$ cat config.mk
export PLATFORM = sky130hd
export DESIGN_NAME = skyline_block_allocator
export DESIGN_NICKNAME = d
export VERILOG_FILES = /design/src/skyba_pkg.sv /design/src/skyline_block_allocator.sv /design/src/skyba_ram.sv /design/src/skyba_colmax.sv
export SDC_FILE = /design/constraint.sdc
export NUM_CORES = 2
export LEC_CHECK = 0
export BUFFER_PORTS_ARGS = -buffer_cell sky130_fd_sc_hd__clkbuf_2
export CORE_MARGIN = 8
export CORE_UTILIZATION = 42
export DETAILED_ROUTE_END_ITERATION = 16
export GPL_ROUTABILITY_DRIVEN = 0
export GPL_TIMING_DRIVEN = 0
export SYNTH_ARGS = -nofsm -noshare
export SYNTH_HDL_FRONTEND = slang
export SYNTH_HIERARCHICAL = 1
export SYNTH_SLANG_ARGS = --single-unit
$ cat constraint.sdc
create_clock -name aclk -period 7.4 [get_ports aclk]
set_input_delay 1.48 -clock aclk [delete_from_list [all_inputs] [get_ports aclk]]
set_output_delay 1.48 -clock aclk [all_outputs]
set_load 0.02 [all_outputs]
$ cat src/skyba_pkg.sv
`default_nettype none

package skyba_pkg;

    localparam int DEF_PAGE_WIDTH  = 128;
    localparam int DEF_PAGE_HEIGHT = 128;
    localparam int DEF_MAX_PAGES   = 256;

    // Working width for size compares; covers every parameter value up to 1023 and a sum of two.
    localparam int DW = 11;

    localparam int IN_TDATA_W  = 16;
    localparam int OUT_TDATA_W = 32;

    typedef enum logic [3:0] {
        ST_CLEAR,
        ST_IDLE,
        ST_OPEN,
        ST_CALC,
        ST_READ,
        ST_DRAIN,
        ST_CHECK,
        ST_WRITE,
        ST_DONE
    } state_t;

    typedef struct packed {
        logic clear;
        logic valid;
        logic col_zero;
        logic first_page;
    } colmax_ctrl_t;

endpackage

`default_nettype wire

$ cat src/skyline_block_allocator.sv
// Skyline block allocator.
// The input channel s_axis carries one allocation request per item: block width and
// height. The result channel m_axis returns one item per request: page index, x, y,
// the placed flag and the number of pages opened so far.
// Column heights of the live page sit in a RAM of PAGE_WIDTH words, each tagged with
// the page it was written on, so opening a page needs no clearing pass. After reset
// the block sweeps the RAM once, one word a cycle, before s_axis_tready first rises.
// One placement attempt runs through the cursor step, a read pass over the block's
// columns through the shared maximum unit, a drain step while the last RAM read
// returns, the height check and a write pass over the same columns. An attempt that
// fails stops after the check, and the block opens a new page, if one is left, and
// tries again. Refused and oversized requests go straight to the result step.
// One request is in work at a time; s_axis_tready is high only while idle.
// The result sits in an output register, so the next request is accepted while it
// waits; if the receiver stalls and a second result is ready, the block holds it
// until m_axis_tready frees the register.
`default_nettype none

module skyline_block_allocator import skyba_pkg::*; #(
    parameter int PAGE_WIDTH  = DEF_PAGE_WIDTH,
    parameter int PAGE_HEIGHT = DEF_PAGE_HEIGHT,
    parameter int MAX_PAGES   = DEF_MAX_PAGES
) (
    input  wire logic                   aclk,
    input  wire logic                   aresetn,
    input  wire logic                   s_axis_tvalid,
    output logic                        s_axis_tready,
    // block_width [7:0], block_height [15:8]
    input  wire logic [IN_TDATA_W-1:0]  s_axis_tdata,
    output logic                        m_axis_tvalid,
    input  wire logic                   m_axis_tready,
    // page_index [7:0], pos_x [14:8], pos_y [21:15], placed [22], pages_used [31:23]
    output logic      [OUT_TDATA_W-1:0] m_axis_tdata
);

    localparam int AW = $clog2(PAGE_WIDTH);
    localparam int CW = $clog2(PAGE_WIDTH + 1);
    localparam int HW = $clog2(PAGE_HEIGHT + 1);
    localparam int TW = $clog2(MAX_PAGES + 1);

    state_t state_reg, state_next;

    logic [7:0]    w_reg, w_next;
    logic [7:0]    h_reg, h_next;
    logic [AW-1:0] x_reg, x_next;
    logic [AW-1:0] addr_reg, addr_next;
    logic [7:0]    cnt_reg, cnt_next;
    logic [CW-1:0] cursor_reg, cursor_next;
    logic          reverse_reg, reverse_next;
    logic [TW-1:0] open_reg, open_next;
    logic          res_placed_reg, res_placed_next;
    logic [HW-1:0] res_y_reg, res_y_next;
    logic          m_valid_reg, m_valid_next;
    logic [OUT_TDATA_W-1:0] m_data_reg, m_data_next;
    logic          rd_valid_reg;
    logic          rd_zero_reg;

    logic [7:0]    in_w, in_h;
    logic          in_zero, in_oversize;
    logic          can_open;
    logic          out_free;
    logic [DW-1:0] cur_ext, w_ext, step_cur, step_x;
    logic          step_rev;
    logic [HW-1:0] max_height;
    logic [DW-1:0] fit_sum;
    logic          fits;
    logic [HW-1:0] new_height;
    logic [DW-1:0] open_ext, page_ext, x_ext, y_ext;

    logic              ram_we;
    logic [HW+TW-1:0]  ram_wdata, ram_rdata;
    colmax_ctrl_t      cm_ctrl;

    assign in_w        = s_axis_tdata[7:0];
    assign in_h        = s_axis_tdata[15:8];
    assign in_zero     = (in_w == 8'd0) || (in_h == 8'd0);
    assign in_oversize = ({3'b000, in_w} > DW'(PAGE_WIDTH)) ||
                         ({3'b000, in_h} > DW'(PAGE_HEIGHT));
    assign can_open    = DW'(open_reg) < DW'(MAX_PAGES);
    assign out_free    = !m_valid_reg || m_axis_tready;

    assign cur_ext = DW'(cursor_reg);
    assign w_ext   = DW'(w_reg);

    always_comb begin
        if (reverse_reg) begin
            if (cur_ext < w_ext) begin
                step_rev = 1'b0;
                step_x   = '0;
                step_cur = w_ext;
            end else begin
                step_rev = 1'b1;
                step_cur = cur_ext - w_ext;
                step_x   = cur_ext - w_ext;
            end
        end else begin
            if (cur_ext + w_ext > DW'(PAGE_WIDTH)) begin
                step_rev = 1'b1;
                step_cur = DW'(PAGE_WIDTH) - w_ext;
                step_x   = DW'(PAGE_WIDTH) - w_ext;
            end else begin
                step_rev = 1'b0;
                step_x   = cur_ext;
                step_cur = cur_ext + w_ext;
            end
        end
    end

    assign fit_sum    = DW'(max_height) + DW'(h_reg);
    assign fits       = fit_sum <= DW'(PAGE_HEIGHT);
    assign new_height = HW'(DW'(res_y_reg) + DW'(h_reg));

    assign open_ext = DW'(open_reg);
    assign page_ext = open_ext - DW'(1);
    assign x_ext    = DW'(x_reg);
    assign y_ext    = DW'(res_y_reg);

    always_comb begin
        state_next = state_reg;
        case (state_reg)
            ST_CLEAR: begin
                if (addr_reg == AW'(PAGE_WIDTH - 1)) begin
                    state_next = ST_IDLE;
                end
            end
            ST_IDLE: begin
                if (s_axis_tvalid) begin
                    if (in_zero || in_oversize) begin
                        state_next = ST_DONE;
                    end else if (open_reg == '0) begin
                        state_next = ST_OPEN;
                    end else begin
                        state_next = ST_CALC;
                    end
                end
            end
            ST_OPEN:  state_next = ST_CALC;
            ST_CALC:  state_next = ST_READ;
            ST_READ: begin
                if (cnt_reg == 8'd1) begin
                    state_next = ST_DRAIN;
                end
            end
            ST_DRAIN: state_next = ST_CHECK;
            ST_CHECK: begin
                if (fits) begin
                    state_next = ST_WRITE;
                end else if (can_open) begin
                    state_next = ST_OPEN;
                end else begin
                    state_next = ST_DONE;
                end
            end
            ST_WRITE: begin
                if (cnt_reg == 8'd1) begin
                    state_next = ST_DONE;
                end
            end
            ST_DONE: begin
                if (out_free) begin
                    state_next = ST_IDLE;
                end
            end
            default: state_next = ST_IDLE;
        endcase
    end

    always_comb begin
        w_next          = w_reg;
        h_next          = h_reg;
        x_next          = x_reg;
        addr_next       = addr_reg;
        cnt_next        = cnt_reg;
        cursor_next     = cursor_reg;
        reverse_next    = reverse_reg;
        open_next       = open_reg;
        res_placed_next = res_placed_reg;
        res_y_next      = res_y_reg;
        m_data_next     = m_data_reg;
        m_valid_next    = m_valid_reg && !m_axis_tready;
        ram_we          = 1'b0;
        ram_wdata       = {open_reg, new_height};
        case (state_reg)
            ST_CLEAR: begin
                ram_we    = 1'b1;
                ram_wdata = '0;
                addr_next = AW'(addr_reg + AW'(1));
            end
            ST_IDLE: begin
                if (s_axis_tvalid) begin
                    w_next          = in_w;
                    h_next          = in_h;
                    res_placed_next = 1'b0;
                    if (!in_zero && in_oversize && can_open) begin
                        open_next    = TW'(MAX_PAGES);
                        reverse_next = 1'b0;
                        cursor_next  = ((MAX_PAGES == 1) && (open_reg == '0)) ? CW'(1) : '0;
                    end
                end
            end
            ST_OPEN: begin
                open_next    = TW'(open_reg + TW'(1));
                reverse_next = 1'b0;
                cursor_next  = (open_reg == '0) ? CW'(1) : '0;
            end
            ST_CALC: begin
                reverse_next = step_rev;
                cursor_next  = CW'(step_cur);
                x_next       = AW'(step_x);
                addr_next    = AW'(step_x);
                cnt_next     = w_reg;
            end
            ST_READ: begin
                addr_next = AW'(addr_reg + AW'(1));
                cnt_next  = cnt_reg - 8'd1;
            end
            ST_DRAIN: begin
            end
            ST_CHECK: begin
                if (fits) begin
                    res_placed_next = 1'b1;
                    res_y_next      = max_height;
                    addr_next       = x_reg;
                    cnt_next        = w_reg;
                end else begin
                    res_placed_next = 1'b0;
                end
            end
            ST_WRITE: begin
                ram_we    = 1'b1;
                addr_next = AW'(addr_reg + AW'(1));
                cnt_next  = cnt_reg - 8'd1;
            end
            ST_DONE: begin
                if (out_free) begin
                    m_valid_next = 1'b1;
                    if (res_placed_reg) begin
                        m_data_next = {open_ext[8:0], 1'b1, y_ext[6:0], x_ext[6:0],
                                       page_ext[7:0]};
                    end else begin
                        m_data_next = {open_ext[8:0], 23'd0};
                    end
                end
            end
            default: begin
            end
        endcase
    end

    always_ff @(posedge aclk) begin
        if (!aresetn) begin
            state_reg    <= ST_CLEAR;
            addr_reg     <= '0;
            cnt_reg      <= '0;
            cursor_reg   <= '0;
            reverse_reg  <= 1'b0;
            open_reg     <= '0;
            m_valid_reg  <= 1'b0;
            rd_valid_reg <= 1'b0;
        end else begin
            state_reg    <= state_next;
            addr_reg     <= addr_next;
            cnt_reg      <= cnt_next;
            cursor_reg   <= cursor_next;
            reverse_reg  <= reverse_next;
            open_reg     <= open_next;
            m_valid_reg  <= m_valid_next;
            rd_valid_reg <= (state_reg == ST_READ);
        end
    end

    always_ff @(posedge aclk) begin
        w_reg          <= w_next;
        h_reg          <= h_next;
        x_reg          <= x_next;
        res_placed_reg <= res_placed_next;
        res_y_reg      <= res_y_next;
        m_data_reg     <= m_data_next;
        rd_zero_reg    <= (addr_reg == '0);
    end

    skyba_ram #(
        .WIDTH (HW + TW),
        .DEPTH (PAGE_WIDTH)
    ) u_heights (
        .aclk  (aclk),
        .we    (ram_we),
        .waddr (addr_reg),
        .wdata (ram_wdata),
        .raddr (addr_reg),
        .rdata (ram_rdata)
    );

    assign cm_ctrl.clear      = (state_reg == ST_CALC);
    assign cm_ctrl.valid      = rd_valid_reg;
    assign cm_ctrl.col_zero   = rd_zero_reg;
    assign cm_ctrl.first_page = (open_reg == TW'(1));

    skyba_colmax #(
        .HW (HW),
        .TW (TW)
    ) u_colmax (
        .aclk       (aclk),
        .ctrl       (cm_ctrl),
        .cur_tag    (open_reg),
        .rd_tag     (ram_rdata[HW+TW-1:HW]),
        .rd_height  (ram_rdata[HW-1:0]),
        .max_height (max_height)
    );

    assign s_axis_tready = (state_reg == ST_IDLE);
    assign m_axis_tvalid = m_valid_reg;
    assign m_axis_tdata  = m_data_reg;

endmodule

`default_nettype wire

$ cat src/skyba_ram.sv
`default_nettype none

module skyba_ram #(
    parameter int WIDTH = 8,
    parameter int DEPTH = 128
) (
    input  wire logic                     aclk,
    input  wire logic                     we,
    input  wire logic [$clog2(DEPTH)-1:0] waddr,
    input  wire logic [WIDTH-1:0]         wdata,
    input  wire logic [$clog2(DEPTH)-1:0] raddr,
    output logic      [WIDTH-1:0]         rdata
);

    logic [WIDTH-1:0] mem [DEPTH];
    logic [WIDTH-1:0] rdata_reg;

    always_ff @(posedge aclk) begin
        if (we) begin
            mem[waddr] <= wdata;
        end
        rdata_reg <= mem[raddr];
    end

    assign rdata = rdata_reg;

endmodule

`default_nettype wire

$ cat src/skyba_colmax.sv
`default_nettype none

module skyba_colmax import skyba_pkg::*; #(
    parameter int HW = 8,
    parameter int TW = 9
) (
    input  wire logic         aclk,
    input  wire colmax_ctrl_t ctrl,
    input  wire logic [TW-1:0] cur_tag,
    input  wire logic [TW-1:0] rd_tag,
    input  wire logic [HW-1:0] rd_height,
    output logic      [HW-1:0] max_height
);

    logic [HW-1:0] max_reg;
    logic [HW-1:0] max_next;
    logic [HW-1:0] col_value;

    // A column written on an earlier page reads as cleared; the first page reserves texel (0,0).
    always_comb begin
        if (rd_tag == cur_tag) begin
            col_value = rd_height;
        end else if (ctrl.col_zero && ctrl.first_page) begin
            col_value = HW'(1);
        end else begin
            col_value = '0;
        end
    end

    always_comb begin
        max_next = max_reg;
        if (ctrl.clear) begin
            max_next = '0;
        end else if (ctrl.valid && (col_value > max_reg)) begin
            max_next = col_value;
        end
    end

    always_ff @(posedge aclk) begin
        max_reg <= max_next;
    end

    assign max_height = max_reg;

endmodule

`default_nettype wire

---- Word-level counts from Yosys, hierarchy flattened ----
Memories as Yosys holds them, arrays and structs flattened. A register that Yosys moved wholly into a read port is not among the register bits.
Index checks and enable logic that the tools add are counted.
operators by class
  add/subtract/negate cells ............... 9
  order comparisons ....................... 7
  equal/unequal tests ..................... 19
  muxes and demuxes ....................... 45
  reduce and logical (&&, ||, !) cells .... 34
operators by type and width
  operator               number
  $mux W8                7
  $pmux W8 S3            2
  $pmux W4 S9            1
  $mux W4                8
  $mux W7                4
  $mux W23               1
  $pmux W7 S3            1
  $add A8 B8 Y9          2
  $mux W9                2
  $pmux W9 S2            1
  $mux W17               1
  $eq A4 B3 Y1 const B   4
  $gt A8 B8 Y1 const B   2
  $logic_not A8 Y1       2
  $sub A8 B1 Y8 const B  2
  $mux W1                15
  $ne A2 B2 Y1 const B   6
  $reduce_and A2 Y1      6
  $add A9 B1 Y9 const B  1
  $eq A9 B1 Y1 const B   1
  $eq A9 B9 Y1           1
  $gt A9 B8 Y1 const B   1
  $le A9 B8 Y1 const B   1
  $logic_not A9 Y1       1
  26 further kinds       41
word-level totals
  flip-flop bits (word level) ............. 112
  bits in writable memories ............... 2176
  input bits .............................. 20
  output and inout bits ................... 34
  memories ................................ 1
memories
  memory         depth  width  rd ports  clocked after Yosys merged registers in  wr ports  line             source
  u_heights.mem  128    17     1         1                                        1         skyba_ram.sv:15  logic [WIDTH-1:0] mem [DEPTH];

---- Depth between registers and ports, before layout ----
  depth after elaboration ................. 8
  gate-level depth with buffers ........... 14
  mapped depth without buffers ............ 13

---- By module ----
Netlist, hierarchy kept.
by module, submodules not included
  module                   instances  cells each  area each (µm²)  seq. area each (µm²)
  skyba_ram                1          3269        83412.5          65683.0
  skyline_block_allocator  1          696         6601.3           2722.6
  skyba_colmax             1          87          678.2            160.2

---- Worst setup path before layout ----
OpenSTA, ideal clock, no wires.
  path kind ............................... register to register
  from .................................... reg state_reg[3]
  to ...................................... mem u_heights/mem[0][2] (netlist bit), data pin
  setup time .............................. 1.152 ns
  data arrival time ....................... 5.929 ns
  required time ........................... 6.248 ns
  setup slack ............................. 0.319 ns
  cell stages (with the launch flop) ...... 7
  path buffers ............................ 3
  clock period less this slack ............ 7.081 ns
  path through ............................ dfxtp_1 -> buf_2 -> or2_2 -> clkbuf_1 -> nor3_1 -> clkbuf_1 -> nor3_1
between the ends
  cells in the longest elaborated chain, start to end .. 2
RTL lines
  element                   line                            source
  start: declaration        skyline_block_allocator.sv:41   state_t state_reg, state_next;
  start signal: assignment  skyline_block_allocator.sv:261  state_reg <= state_next;
  $logic_not A4 Y1          skyline_block_allocator.sv:183  case (state_reg)
  $mux W17                  skyline_block_allocator.sv:183
  via ram_wdata[2]          skyline_block_allocator.sv:71   logic [HW+TW-1:0] ram_wdata, ram_rdata;
  end: declaration          skyba_ram.sv:15
The timed path passes the listed nets, and every way through them passes these cells.

==> impl_metrics.tcl <==
set metrics [dict create \
    status "complete, but fails checks" \
    violations "max-capacitance violations, max-slew violations" \
    power_frac_comb_pct 23.8 \
    routedWlPerCell_um 31.1 \
    fin_crit_ns 5.87 \
    clk_latency_ns 0.86 \
    design.die.area_mm2 0.231 \
    path_common_cell "clkbuf_1" \
    multi_input_area_mm2 0.0215 \
    synth_seq_cells 2305 \
    p_leak_nw 33.1 \
    synth_seq_area_share_pct 75.6 \
    dr.pass1.iters 5 \
    ios 54 \
    r2r-end "u_heights/rdata[14]$_DFF_P_" \
    power_density_mw_per_mm2 334 \
    arrival_ns 6.58 \
    cts_root_buf "clkbuf_16" \
    max_freq_mhz 170 \
    rsz0062_at_grt "false" \
    io_buffers 52 \
    antenna_found_initial 14 \
    pre_cts_slack_ns 1.63 \
    cts_resized 0 \
    synth-async-reset-ratio_pct 0 \
    fillers 16900 \
    skew_ns 0.0464 \
    nets 4598 \
    critPathMaxFanout 10 \
    reg2reg_depth 8 \
    ys_warn_count 6 \
    synth_area_mm2 0.0907 \
    met3_length_um 19400 \
    ir_drop_v 0.000201 \
    grt_pass1_vias 44100 \
    cts_inserted_buffers 228 \
    rows 170 \
    clk_pin_slew_ns 0.06 \
    place_inst 7134 \
    ys_types 85 \
    drc 0 \
    met2WireLength_um 110000 \
    fin_cells 7562 \
    criticalPathCategory "reg2reg" \
    max_slew.worst_pin.slew_ns 1.55 \
    layout_commonest_cell "edfxtp_1" \
    synth_edf_count 2240 \
    slew_viol_final 11 \
    grt_start_max_net_pins 49 \
    numClockSinks 2305 \
    crit_required_ns 8.11 \
    power.switching_mw 10.2 \
    grt_use_total_pct 20.2 \
    power_frac_clock_pct 33.1 \
    cts.path.max_buffers 3 \
    synth_ff_type "edfxtp_1" \
    cts_tree "built" \
    cp_cell_sequence "clkbuf_1 -> clkbuf_1 -> clkbuf_1 -> clkbuf_1 -> mux4_2 -> mux4_2 -> mux4_2 -> mux2_2" \
    grt_pass1_wl_um 335000 \
    cts-hold-fix-buffers 0 \
    hpwl_um 164000 \
    timing.final.hold_violations 0 \
    die_x_um 481 \
    min_path_cells 2 \
    setup_viol 0 \
    topRoutingLayerUsed "met5" \
    core_area_mm2 0.215 \
    slowest_delay_ns 0.92 \
    cts_max_level 4 \
    initial_core_util_pct 42.3 \
    largest_reg_flops 2176 \
    post_cts_buffers 0 \
    period_share_pct 79.4 \
    synth_cells 4052 \
    intPower_mw 25.2 \
    die_y_um 481 \
    yosysTopAreaCell "edfxtp_1" \
    first_iter_violations 5158 \
    switching_share_pct 28.8 \
    relSlewSlack_pct -3.27 \
    wl_um 235000 \
    drv_cap 1 \
    setup_ws_ns 1.53 \
    cp_slowest_cell "clkbuf_1" \
    startpoint_type "flip-flop" \
    worstSetupEndpointType "flip-flop" \
    hold_path_class "reg2reg" \
    yosysTopAreaCellShare_pct 74.2 \
    r2r_slack_ns 1.53 \
    routed_via_density 5.87 \
    whs_endpoint "cursor_reg[7]$_SDFFE_PN0P_" \
    register_area_mm2 0.0686 \
    grt_remaining_overflow 0 \
    syn_to_final_growth_pct 16.8 \
    drive_gt1_share_pct 32.8 \
    synth_area_per_cell_um2 22.4 \
    ant_nets 0 \
    seq_power_share_pct 43.2 \
    reg2reg_from "addr_reg[2]$_SDFFE_PN0P_" \
    most-common-layout-cells "edfxtp_1 (2240), mux4_2 (714), clkbuf_16 (230)" \
    synth_area_leaders "edfxtp_1 (74%), mux4_2 (18%), dfxtp_1 (1.4%), nor2_1 (0.75%), ha_1 (0.65%)" \
    synthesis.nets 4123 \
    holdCritStartpoint "cursor_reg[7]$_SDFFE_PN0P_" \
    vias 44400 \
    wl_met1_um 97900 \
]
## logic make-up after synthesis
logic type	synth area share, %
AND/OR/NAND/NOR	2.54
XOR/XNOR	0.425
adder cells (fa/ha/maj)	0.737
buffers and inverters	1.19
flip-flops	75.6
AO/OA/AOI/OAI	1.39
multiplexers	18.1
## worst max-delay path, delay by kind of cell (launching register included)
kind	cells	cell delay, ns
DFF	1	0.71
muxes	4	2.14
buffers and inverters	4	2.83
## Yosys cell counts, types with 12 or more instances
master	count
a21oi_1	38
and2_1	24
buf_1	18
buf_2	34
buf_4	14
clkbuf_1	132
dfxtp_1	65
edfxtp_1	2240
ha_1	47
inv_1	47
mux2_2	20
mux2i_1	12
mux4_2	714
nand2_1	77
nand2b_1	20
nand3_1	38
nor2_1	182
nor2b_1	34
nor3_1	31
o211ai_1	13
o21ai_0	40
or3_1	13
xnor2_1	26
xor2_1	18
## layout make-up
type	count	share of cell area (%)
Buffer	204	0.861
Antenna cell	6	0.0142
Sequential cell	2305	64.7
Inverter	48	0.170
Tap cell	2838	3.35
Clock buffer	271	5.58
Clock inverter	150	1.56
Timing Repair Buffer	245	3.39
Multi-Input combinational cell	1495	20.3
## power by group through the flow
stage	registers (mW)	logic [mW]	clock network [mW]
2_1_floorplan	15.6	4.84	0
3_3_place_gp	15.8	7.93	0
3_5_place_dp	15.5	8.39	0
4_1_cts	15.3	8.42	11.9
5_1_grt	15.3	8.73	12.4
6_report	15.3	8.41	11.7
## stage by stage
stage	hold WS (ns)	total power, mW	setup TNS, ns	area [um^2]	util (%)
after floorplan	0.443	20.4	0	90700	-
after global placement	0.474	23.7	-6376.63	94500	44.0
after detailed placement	0.482	23.9	0	98300	45.8
after CTS	0.490	35.6	0	106000	49.3
after global routing	0.528	36.4	0	106000	49.3
final	0.493	35.4	0	106000	49.3
## worst max path at each step
stage                                    startpoint                              end  cells after the start
after floorplan           state_reg[3]$_SDFFE_PN0P_    u_heights/mem[0][2]$_DFFE_PP_                      6
after detailed placement   addr_reg[2]$_SDFFE_PN0P_      u_heights/rdata[12]$_DFF_P_                      8
after CTS                  addr_reg[2]$_SDFFE_PN0P_      u_heights/rdata[12]$_DFF_P_                      8
after global routing       addr_reg[2]$_SDFFE_PN0P_      u_heights/rdata[14]$_DFF_P_                      8
final                      addr_reg[2]$_SDFFE_PN0P_      u_heights/rdata[14]$_DFF_P_                      8
after global placement    state_reg[3]$_SDFFE_PN0P_  u_heights/mem[120][2]$_DFFE_PP_                      6
## routing by layer
layer | up-vias | GRT usage (%)
met2 | 1841 | 31.5
met4 | 2 | 6.47
met1 | 24100 | 28.9
li1 | 18100 | -
met5 | - | 0
met3 | 322 | 3.75
(Power assumes the default switching activity.)
